--- config.mk ---
export PLATFORM = sky130hd
export DESIGN_NAME = flash_download_protocol_engine
export DESIGN_NICKNAME = d
export VERILOG_FILES = /design/src/sv/fdpe_pkg.sv /design/src/sv/fdpe_core.sv /design/src/sv/flash_download_protocol_engine.sv
export VERILOG_INCLUDE_DIRS = /design/src /design/src/sv
export SDC_FILE = /design/constraint.sdc
export NUM_CORES = 1
export LEC_CHECK = 0
export BUFFER_PORTS_ARGS = -buffer_cell sky130_fd_sc_hd__buf_2
export CAP_MARGIN = 10
export CORE_MARGIN = 5
export CORE_UTILIZATION = 45
export DETAILED_ROUTE_END_ITERATION = 8
export GPL_TIMING_DRIVEN = 0
export SETUP_SLACK_MARGIN = 0.2
export SYNTH_ARGS = -nofsm -noshare
export SYNTH_HDL_FRONTEND = slang
export SYNTH_SLANG_ARGS = --single-unit
--- constraint.sdc ---
create_clock -name clk -period 31.2 [get_ports clk]
set_input_delay 6.24 -clock clk [delete_from_list [all_inputs] [get_ports clk]]
set_output_delay 6.24 -clock clk [all_outputs]
set_load 0.02 [all_outputs]
--- src/sv/flash_download_protocol_engine_defines.svh ---
// ============================================================================
// Flash download protocol engine assertion macros
// Concurrent check macros, clocked on clk and disabled while rst_n is low.
// ============================================================================
`ifndef FLASH_DOWNLOAD_PROTOCOL_ENGINE_DEFINES_SVH
`define FLASH_DOWNLOAD_PROTOCOL_ENGINE_DEFINES_SVH
`ifndef NO_ASSERTIONS
`define FDPE_ASSERT_SAME(lbl, ante, cons) \
    lbl: assert property (@(posedge clk) disable iff (!rst_n) (ante) |-> (cons)) \
        else $error("check failed");
`define FDPE_ASSERT_NEXT(lbl, ante, cons) \
    lbl: assert property (@(posedge clk) disable iff (!rst_n) (ante) |=> (cons)) \
        else $error("check failed");
`else
`define FDPE_ASSERT_SAME(lbl, ante, cons)
`define FDPE_ASSERT_NEXT(lbl, ante, cons)
`endif
`endif

--- src/sv/fdpe_pkg.sv ---
// ============================================================================
// Flash download protocol engine package
// Shared types, protocol codes and the CRC-32 byte update.
// ============================================================================
package fdpe_pkg;

    localparam int unsigned DEF_CHUNK_BYTES = 1024;
    localparam int unsigned MAX_RESULTS     = 6;

    localparam logic [7:0] CMD_SESSION  = 8'h10;
    localparam logic [7:0] CMD_DOWNLOAD = 8'h34;
    localparam logic [7:0] CMD_TRANSFER = 8'h36;
    localparam logic [7:0] CMD_CRC      = 8'h31;
    localparam logic [7:0] CMD_EXIT     = 8'h37;
    localparam logic [7:0] RESP_OFFSET  = 8'h10;
    localparam logic [7:0] NEG_RESP     = 8'h7F;
    localparam logic [31:0] CRC_POLY    = 32'hEDB88320;
    localparam logic [31:0] CRC_INIT    = 32'hFFFFFFFF;

    localparam logic REG_UPDATE_MARK  = 1'b0;
    localparam logic REG_MARK_ADDRESS = 1'b1;

    localparam logic [1:0] MARK_BLANK  = 2'd0;
    localparam logic [1:0] MARK_UPDATE = 2'd1;

    localparam logic [2:0] SECTOR_MARK = 3'd1;

    typedef enum logic [2:0] {
        PH_SESSION  = 3'd0,
        PH_DOWNLOAD = 3'd1,
        PH_TRANSFER = 3'd2,
        PH_CRC      = 3'd3,
        PH_EXIT     = 3'd4,
        PH_DONE     = 3'd5
    } phase_t;

    typedef enum logic [1:0] {
        KIND_SEND    = 2'd0,
        KIND_ERASE   = 2'd1,
        KIND_PROGRAM = 2'd2,
        KIND_RESET   = 2'd3
    } kind_t;

    typedef struct packed {
        kind_t       kind;
        logic [7:0]  tx_byte;
        logic [2:0]  sector;
        logic [31:0] address;
        logic [31:0] data;
    } result_t;

    typedef struct packed {
        logic [2:0]                   count;
        result_t [MAX_RESULTS-1:0]    res;
    } job_t;

    // Advance the reflected CRC-32 by one byte
    function automatic logic [31:0] crc_byte(input logic [31:0] crc, input logic [7:0] b);
        logic [31:0] c;
        c = crc ^ {24'd0, b};
        for (int i = 0; i < 8; i++) begin
            c = c[0] ? ((c >> 1) ^ CRC_POLY) : (c >> 1);
        end
        return c;
    endfunction

    function automatic result_t mk_send(input logic [7:0] b);
        result_t r;
        r = '0;
        r.kind    = KIND_SEND;
        r.tx_byte = b;
        return r;
    endfunction

    function automatic result_t mk_erase(input logic [2:0] s);
        result_t r;
        r = '0;
        r.kind   = KIND_ERASE;
        r.sector = s;
        return r;
    endfunction

    function automatic result_t mk_prog(input logic [31:0] a, input logic [31:0] d);
        result_t r;
        r = '0;
        r.kind    = KIND_PROGRAM;
        r.address = a;
        r.data    = d;
        return r;
    endfunction

    function automatic result_t mk_reset();
        result_t r;
        r = '0;
        r.kind = KIND_RESET;
        return r;
    endfunction

endpackage

--- src/sv/fdpe_core.sv ---
// ============================================================================
// Flash download protocol engine core
// Holds the protocol state and builds the result list of one request.
// ============================================================================
module fdpe_core
    import fdpe_pkg::*;
#(
    parameter int unsigned CHUNK_BYTES = DEF_CHUNK_BYTES
)
(
    input  logic        clk,
    input  logic        rst_n,
    input  logic        accept,
    input  logic        action,
    input  logic [7:0]  rx_byte,
    input  logic [1:0]  update_mark,
    input  logic [31:0] mark_address,
    output job_t        job
);

    localparam int unsigned CW  = $clog2(CHUNK_BYTES + 1);
    localparam int unsigned BCW = (CW > 4) ? CW : 4;
    localparam logic [31:0] CHUNK = 32'(CHUNK_BYTES);

    phase_t         phase_reg, phase_next;
    logic           step_reg, step_next;
    logic [BCW-1:0] bc_reg, bc_next, bc_inc;
    logic [31:0]    entry_reg, entry_next;
    logic [31:0]    size_reg, size_next;
    logic [31:0]    first_reg, first_next;
    logic [31:0]    remain_reg, remain_next;
    logic [31:0]    waddr_reg, waddr_next;
    logic [31:0]    word_reg, word_next;
    logic [31:0]    crc_reg, crc_next;
    logic [31:0]    chunk_len;
    logic [2:0]     n;

    assign bc_inc    = bc_reg + 1'b1;
    assign chunk_len = (remain_reg != 32'd0 && remain_reg <= CHUNK) ? remain_reg : CHUNK;

    // Work out next state and results of the request
    always_comb
    begin
        phase_next  = phase_reg;
        step_next   = step_reg;
        bc_next     = bc_reg;
        entry_next  = entry_reg;
        size_next   = size_reg;
        first_next  = first_reg;
        remain_next = remain_reg;
        waddr_next  = waddr_reg;
        word_next   = word_reg;
        crc_next    = crc_reg;
        job         = '0;
        n           = 3'd0;
        if (action)
        begin
            if (phase_reg == PH_SESSION && update_mark == MARK_UPDATE)
            begin
                job.res[n] = mk_send(CMD_SESSION + RESP_OFFSET); n = n + 3'd1;
                job.res[n] = mk_erase(SECTOR_MARK);              n = n + 3'd1;
                phase_next = PH_DOWNLOAD;
                step_next  = 1'b0;
            end
        end
        else
        begin
            unique case (phase_reg)
                PH_SESSION:
                begin
                    if (update_mark == MARK_BLANK)
                    begin
                        if (rx_byte == CMD_SESSION)
                        begin
                            job.res[n] = mk_send(CMD_SESSION + RESP_OFFSET); n = n + 3'd1;
                            phase_next = PH_DOWNLOAD;
                            step_next  = 1'b0;
                        end
                        else
                        begin
                            job.res[n] = mk_send(NEG_RESP); n = n + 3'd1;
                        end
                    end
                end
                PH_DOWNLOAD:
                begin
                    if (!step_reg)
                    begin
                        if (rx_byte == CMD_DOWNLOAD)
                        begin
                            step_next = 1'b1;
                            bc_next   = '0;
                        end
                        else
                        begin
                            job.res[n] = mk_send(NEG_RESP); n = n + 3'd1;
                            phase_next = PH_SESSION;
                            step_next  = 1'b0;
                        end
                    end
                    else
                    begin
                        // Shift header bytes into big-endian words
                        if (bc_reg[3:2] == 2'd0)
                            entry_next = {entry_reg[23:0], rx_byte};
                        else if (bc_reg[3:2] == 2'd1)
                            size_next = {size_reg[23:0], rx_byte};
                        else
                            first_next = {first_reg[23:0], rx_byte};
                        bc_next = bc_inc;
                        if (bc_inc >= BCW'(12))
                        begin
                            job.res[n] = mk_send(CMD_DOWNLOAD + RESP_OFFSET); n = n + 3'd1;
                            job.res[n] = mk_erase(3'd2); n = n + 3'd1;
                            job.res[n] = mk_erase(3'd3); n = n + 3'd1;
                            job.res[n] = mk_erase(3'd4); n = n + 3'd1;
                            job.res[n] = mk_erase(3'd5); n = n + 3'd1;
                            remain_next = size_next;
                            waddr_next  = first_next;
                            crc_next    = CRC_INIT;
                            word_next   = '0;
                            bc_next     = '0;
                            phase_next  = PH_TRANSFER;
                            step_next   = 1'b0;
                        end
                    end
                end
                PH_TRANSFER:
                begin
                    if (!step_reg)
                    begin
                        if (rx_byte == CMD_TRANSFER)
                        begin
                            if (remain_reg == 32'd0)
                            begin
                                job.res[n] = mk_send(CMD_TRANSFER + RESP_OFFSET); n = n + 3'd1;
                                phase_next = PH_CRC;
                            end
                            else
                            begin
                                step_next = 1'b1;
                                bc_next   = '0;
                                word_next = '0;
                            end
                        end
                        else
                        begin
                            job.res[n] = mk_send(NEG_RESP); n = n + 3'd1;
                            phase_next = PH_SESSION;
                            step_next  = 1'b0;
                        end
                    end
                    else
                    begin
                        // Pack data little-endian and fold into the CRC
                        crc_next  = crc_byte(crc_reg, rx_byte);
                        word_next = word_reg | ({24'd0, rx_byte} << {bc_reg[1:0], 3'b000});
                        bc_next   = bc_inc;
                        if (bc_inc[1:0] == 2'd0 || 32'(bc_inc) >= chunk_len)
                        begin
                            job.res[n] = mk_prog(waddr_reg, word_next); n = n + 3'd1;
                            waddr_next = waddr_reg + 32'd4;
                            word_next  = '0;
                        end
                        if (32'(bc_inc) >= chunk_len)
                        begin
                            job.res[n] = mk_send(CMD_TRANSFER + RESP_OFFSET); n = n + 3'd1;
                            bc_next   = '0;
                            step_next = 1'b0;
                            if (remain_reg <= CHUNK)
                                phase_next = PH_CRC;
                            else
                                remain_next = remain_reg - CHUNK;
                        end
                    end
                end
                PH_CRC:
                begin
                    if (!step_reg)
                    begin
                        if (rx_byte == CMD_CRC)
                        begin
                            step_next = 1'b1;
                            bc_next   = '0;
                            word_next = '0;
                        end
                        else
                        begin
                            job.res[n] = mk_send(NEG_RESP); n = n + 3'd1;
                            phase_next = PH_SESSION;
                            step_next  = 1'b0;
                        end
                    end
                    else
                    begin
                        // Collect the big-endian check word and compare
                        word_next = {word_reg[23:0], rx_byte};
                        bc_next   = bc_inc;
                        if (bc_inc >= BCW'(4))
                        begin
                            bc_next   = '0;
                            step_next = 1'b0;
                            if (word_next == ~crc_reg)
                            begin
                                job.res[n] = mk_send(CMD_CRC + RESP_OFFSET); n = n + 3'd1;
                                phase_next = PH_EXIT;
                            end
                            else
                            begin
                                job.res[n] = mk_send(NEG_RESP); n = n + 3'd1;
                            end
                            word_next = '0;
                        end
                    end
                end
                PH_EXIT:
                begin
                    if (rx_byte == CMD_EXIT)
                    begin
                        job.res[n] = mk_send(CMD_EXIT + RESP_OFFSET); n = n + 3'd1;
                        job.res[n] = mk_erase(SECTOR_MARK); n = n + 3'd1;
                        job.res[n] = mk_prog(mark_address, first_reg); n = n + 3'd1;
                        job.res[n] = mk_prog(mark_address + 32'd4, entry_reg); n = n + 3'd1;
                        job.res[n] = mk_prog(mark_address + 32'd8, size_reg); n = n + 3'd1;
                        job.res[n] = mk_reset(); n = n + 3'd1;
                        phase_next = PH_DONE;
                        step_next  = 1'b0;
                    end
                    else
                    begin
                        job.res[n] = mk_send(NEG_RESP); n = n + 3'd1;
                        phase_next = PH_SESSION;
                        step_next  = 1'b0;
                    end
                end
                default:
                begin
                end
            endcase
            // Return to session re-enters download when an update is requested
            if (phase_next == PH_SESSION && phase_reg != PH_SESSION
                && update_mark == MARK_UPDATE)
            begin
                job.res[n] = mk_send(CMD_SESSION + RESP_OFFSET); n = n + 3'd1;
                job.res[n] = mk_erase(SECTOR_MARK); n = n + 3'd1;
                phase_next = PH_DOWNLOAD;
            end
            else if (phase_reg == PH_SESSION && update_mark == MARK_UPDATE)
            begin
                // session with mark set ignores bytes
            end
        end
        job.count = n;
    end

    // Hold protocol state, advance on an accepted request
    always_ff @(posedge clk or negedge rst_n)
    begin
        if (!rst_n)
        begin
            phase_reg  <= PH_SESSION;
            step_reg   <= 1'b0;
            bc_reg     <= '0;
            entry_reg  <= '0;
            size_reg   <= '0;
            first_reg  <= '0;
            remain_reg <= '0;
            waddr_reg  <= '0;
            word_reg   <= '0;
            crc_reg    <= CRC_INIT;
        end
        else if (accept)
        begin
            phase_reg  <= phase_next;
            step_reg   <= step_next;
            bc_reg     <= bc_next;
            entry_reg  <= entry_next;
            size_reg   <= size_next;
            first_reg  <= first_next;
            remain_reg <= remain_next;
            waddr_reg  <= waddr_next;
            word_reg   <= word_next;
            crc_reg    <= crc_next;
        end
    end

endmodule

--- src/sv/flash_download_protocol_engine.sv ---
// ============================================================================
// Flash download protocol engine
// Serial download protocol: answers commands, erases sectors, programs words, requests reset.
// ============================================================================
//  channel | direction | handshake            | payload
//  in      | in        | in_valid / in_stall   | action, rx_byte
//  out     | out       | out_valid / out_stall | kind, tx_byte, sector, address, data, last
//  cfg     | in        | cfg_we                | cfg_index, cfg_data
//
//  A request is decoded in the cycle it is accepted; its results (up to six)
//  leave one per cycle from the result register while out_stall is low. A new
//  request is taken in the cycle the last result leaves. Requests without
//  results go through at one per cycle.
//  Reset is asynchronous and returns the engine to the session phase.
// ============================================================================
`include "flash_download_protocol_engine_defines.svh"

module flash_download_protocol_engine
    import fdpe_pkg::*;
#(
    parameter int unsigned CHUNK_BYTES = DEF_CHUNK_BYTES
)
(
    input  logic        clk,
    input  logic        rst_n,
    input  logic        in_valid,
    output logic        in_stall,
    input  logic        action,
    input  logic [7:0]  rx_byte,
    output logic        out_valid,
    input  logic        out_stall,
    output logic [1:0]  kind,
    output logic [7:0]  tx_byte,
    output logic [2:0]  sector,
    output logic [31:0] address,
    output logic [31:0] data,
    output logic        last,
    input  logic        cfg_we,
    input  logic        cfg_index,
    input  logic [31:0] cfg_data
);

    logic [1:0]  mark_reg;
    logic [31:0] maddr_reg;
    job_t        job_new;
    job_t        job_reg;
    logic        busy_reg;
    logic [2:0]  idx_reg;
    logic        take;
    logic        final_take;
    logic        acc;
    result_t     cur;

    // Hold configuration registers
    always_ff @(posedge clk or negedge rst_n)
    begin
        if (!rst_n)
        begin
            mark_reg  <= '0;
            maddr_reg <= '0;
        end
        else if (cfg_we)
        begin
            unique case (cfg_index)
                REG_UPDATE_MARK:  mark_reg  <= cfg_data[1:0];
                REG_MARK_ADDRESS: maddr_reg <= cfg_data;
                default:          mark_reg  <= mark_reg;
            endcase
        end
    end

    assign take       = busy_reg && !out_stall;
    assign final_take = take && (idx_reg == job_reg.count - 3'd1);
    assign in_stall   = busy_reg && !final_take;
    assign acc        = in_valid && !in_stall;

    fdpe_core #(
        .CHUNK_BYTES(CHUNK_BYTES)
    ) u_core (
        .clk          (clk),
        .rst_n        (rst_n),
        .accept       (acc),
        .action       (action),
        .rx_byte      (rx_byte),
        .update_mark  (mark_reg),
        .mark_address (maddr_reg),
        .job          (job_new)
    );

    // Load the result list, advance through it one result per cycle while out_stall is low
    always_ff @(posedge clk or negedge rst_n)
    begin
        if (!rst_n)
        begin
            busy_reg <= 1'b0;
            idx_reg  <= '0;
        end
        else if (acc && job_new.count != 3'd0)
        begin
            busy_reg <= 1'b1;
            idx_reg  <= '0;
        end
        else if (final_take)
        begin
            busy_reg <= 1'b0;
            idx_reg  <= '0;
        end
        else if (take)
        begin
            idx_reg <= idx_reg + 3'd1;
        end
    end

    always_ff @(posedge clk)
    begin
        if (acc && job_new.count != 3'd0)
            job_reg <= job_new;
    end

    assign cur       = job_reg.res[idx_reg];
    assign out_valid = busy_reg;
    assign kind      = cur.kind;
    assign tx_byte   = cur.tx_byte;
    assign sector    = cur.sector;
    assign address   = cur.address;
    assign data      = cur.data;
    assign last      = (idx_reg == job_reg.count - 3'd1);

    `FDPE_ASSERT_SAME(a_idx_in_list, busy_reg, idx_reg < job_reg.count)
    `FDPE_ASSERT_SAME(a_stall_only_busy, in_stall, out_valid)
    `FDPE_ASSERT_NEXT(a_load_starts, acc && job_new.count != 3'd0, busy_reg && idx_reg == 3'd0)
    `FDPE_ASSERT_NEXT(a_step_on, take && !final_take, busy_reg && idx_reg == $past(idx_reg) + 3'd1)

endmodule

==> results.toml <==
[outcome]
status = "finished, final reports clean"

[sta]
max_freq_ghz = 0.0744
max_slew_margin_pct = 10.3
finalSetupViolCount = 0
tns_ns = 0
slew_violations = 0
rsz0062_at_grt = "false"
min_period_ns = 13.44
clock_skew_ns = 0.0144
finalHoldViolCount = 0
tightest_slew_ns = 1.33
post-route-period-util_pct = 43.1

[routing]
wire_per_inst_um = 24.8
routed_wl_um = 96100
drt_drc_violations_left = 0
num_vias = 22697
routed_via_density = 5.84
dr.pass1.iters = 6
ant_nets = 0
drt_iter0_markers = 2396

[setup_path]
crit_arrival_ns = 7.20
cpMostUsedCell = "buf_2"
cp-start-kind = "input port"
critPathTopFamily = "compound AO/OA/AOI/OAI gates"
path_class = "in -> out"
crit_required_ns = 24.96
crit_slowest_cell = "o41ai_1"
end_kind = "output pin"
path_cells = "buf_2 -> o41ai_1 -> inv_1 -> buf_2"
crit_fanout = 2
cpPeakStageDelay_ns = 0.54
cp.buffers_inverters = 3

[clocking]
cts_setup_buffers = 0
cts_max_path_buffers = 3
cts_tree = "yes"
ctsHoldBuffers = 0
clock-sinks = 566
cts-root-buf = "clkbuf_16"
cts-resized-gates = 0
insertion_delay_ns = 0.64
htreeDepth = 2
clk_pin_slew_ns = 0.06
cts_buffers = 61

[flow_run]
maxCapViolCount = 0

[floorplanning]
io_pins = 127
core_sq_um = 63200
start_util_pct = 45.5
num_rows = 92
fp.dieW_um = 263
die_h_um = 263
design.die.area_sq_um = 69100

[placed_design]
post_dp_cell_area_sq_um = 30900
gp_congestion = 0.931
place_hpwl_um = 72000
portBuffers = 121

[logic_synthesis]
synthAdderAreaFrac_pct = 1.09
yosysWarningCount = 0
synth_top_family_by_area = "simple AND/OR/NAND/NOR gates"
synth_mux_area_share_pct = 6.40
yosysMostFrequentCell = "a21oi_1"
synth-edff-count = 289
async_flop_share_pct = 48.9
synth_top_area_cell = "edfxtp_1"
synth_compound_area_share_pct = 13.0
syn_area_per_cell_sq_um = 10.3
synth_top_area_share_pct = 30.2
syn-cell-area_sq_um = 28800
synth_seq_cells = 566
yosysUniqueCellTypes = 81
synth_commonest_cells = "a21oi_1, edfxtp_1, nand2_1"
yosysSeqAreaShare_pct = 54.4
yosys_most_used_dff = "edfxtp_1"
synthSimpleGateAreaFrac_pct = 17.4
synth-xor-area-share_pct = 4.65
synth_area_leaders = "edfxtp_1, dfrtp_1, a21oi_1"
syn_inst = 2780

[pwr]
pwr_density_cell_nw_per_um2 = 81.8
p_leak_uw = 0.0130
ir_drop_v = 0.0000726

[hold_path]
hold_path_class = "reg -> reg"

[finish]
layout-drive-gt1-share_pct = 14.1
num_antenna_cells = 0
fin_nets = 3057
final_area_sq_um = 32900
syn_to_final_growth_pct = 14.4
fill_cells = 5651
largest_register_ffs = 289

[global_route]
antenna_found_initial = 3
gr-total-overflow = 0
grt_pass1_vias = 22216
grt_pass1_wl_um = 144000
grtUsageTotal_pct = 26.9
grt_start_max_net_pins = 79
[per-stage QoR]
stage          utilization, %  power [uW]  worst slack (ns)  cells  hold slack, ns
2_1_floorplan               -        1630              7.96   2786           0.442
3_3_place_gp             48.2        1960              1.01   3753           0.474
3_5_place_dp             48.8        1940             17.74   3768           0.479
4_1_cts                  52.1        2700             17.74   3884           0.491
5_1_grt                  52.1        2820             17.72   3884           0.510
6_report                 52.1        2690             17.76   3884           0.491
[layer usage]
metal / global-route usage [%] / vias up / share of wire (%)
met5: 0 / - / 0
met3: 4.08 / 164 / 7.4
met4: 9.21 / 0 / 3.6
met2: 42.0 / 894 / 45
li1: - / 10276 / -
met1: 38.8 / 11363 / 44
[area by class of cell]
class                      instances  area [sq um]  area share [%]
clock buffer                      90          1740            5.27
buffer                           204           792            2.41
timing repair buffer             136           983            2.99
tap                              846          1060            3.22
clock inverter                    26           334            1.01
inverter                          25          93.8           0.285
sequential                       566         15700            47.5
multi-input combinational       1991         12300            37.3
[placed cells by master (no fill, tap or decap), types with 7 or more instances in the layout]
cell type	count
and3_1	20
nand4_1	25
nand3_1	56
bufinv_16	7
buf_1	26
nor2b_1	19
ha_1	25
a21oi_1	311
mux2i_1	41
nand2_1	263
or2_2	8
buf_2	128
nor2_1	254
xor2_1	64
conb_1	7
edfxtp_1	289
clkbuf_1	186
a31oi_1	10
clkinv_2	9
nor3_1	27
o21ai_0	129
o22a_1	12
dfrtp_1	245
dfstp_2	32
a22oi_1	7
inv_1	24
or3_1	22
xnor2_1	86
clkbuf_8	8
nand2b_1	81
nor4_1	14
o22ai_1	71
mux2_2	125
buf_16	9
and2_1	175
a22o_1	26
a21o_1	11
clkbuf_16	62
[cell families after synthesis]
| family | after synthesis |
|---|---|
| multiplexers | 167 |
| buffers and inverters | 229 |
| AND/OR/NAND/NOR | 1001 |
| adder cells (fa/ha/maj) | 25 |
| XOR/XNOR | 151 |
| AO/OA/AOI/OAI | 640 |
| other | 1 |
| flip-flops | 566 |
[path summary, 6_finish.rpt]
kind | startpoint | end | slack (ns) | cells past startpoint
worst min-delay path | u_core.crc_reg[6] | u_core.crc_reg[6] | 0.49 | 2
worst max-delay path | out_stall | in_stall | 17.76 | 4
worst max register to register | u_core.remain_reg[12] | job_reg[195] | 24.58 | 19
max in group asynchronous | rst_n | u_core.waddr_reg[15] | 24.52 | 3
worst min register to register | u_core.crc_reg[6] | u_core.crc_reg[6] | 0.49 | 2
min in group asynchronous | rst_n | u_core.bc_reg[6] | 5.54 | 1
[worst register-to-register path, cell delays in order (launching register included)]
cell	delay, ns
dfrtp_1	0.42
or4_1	0.68
nor3_1	0.32
a31oi_1	0.24
or2_2	0.35
nor2_1	0.46
and2_1	0.21
ha_1	0.21
nand2b_1	0.13
a2111oi_0	0.54
or4_1	0.19
o211ai_1	0.23
a21oi_1	0.53
nor4_4	0.19
a31oi_4	0.50
buf_16	0.25
buf_16	0.18
buf_16	0.20
buf_12	0.22
buf_12	0.24
[power by group]
| part | switching (uW) | internal (uW) |
|---|---|---|
| logic | 613 | 328 |
| registers | 93.0 | 903 |
| clock network | 314 | 443 |
| total | 1020 | 1670 |
(Power assumes the default switching activity.)
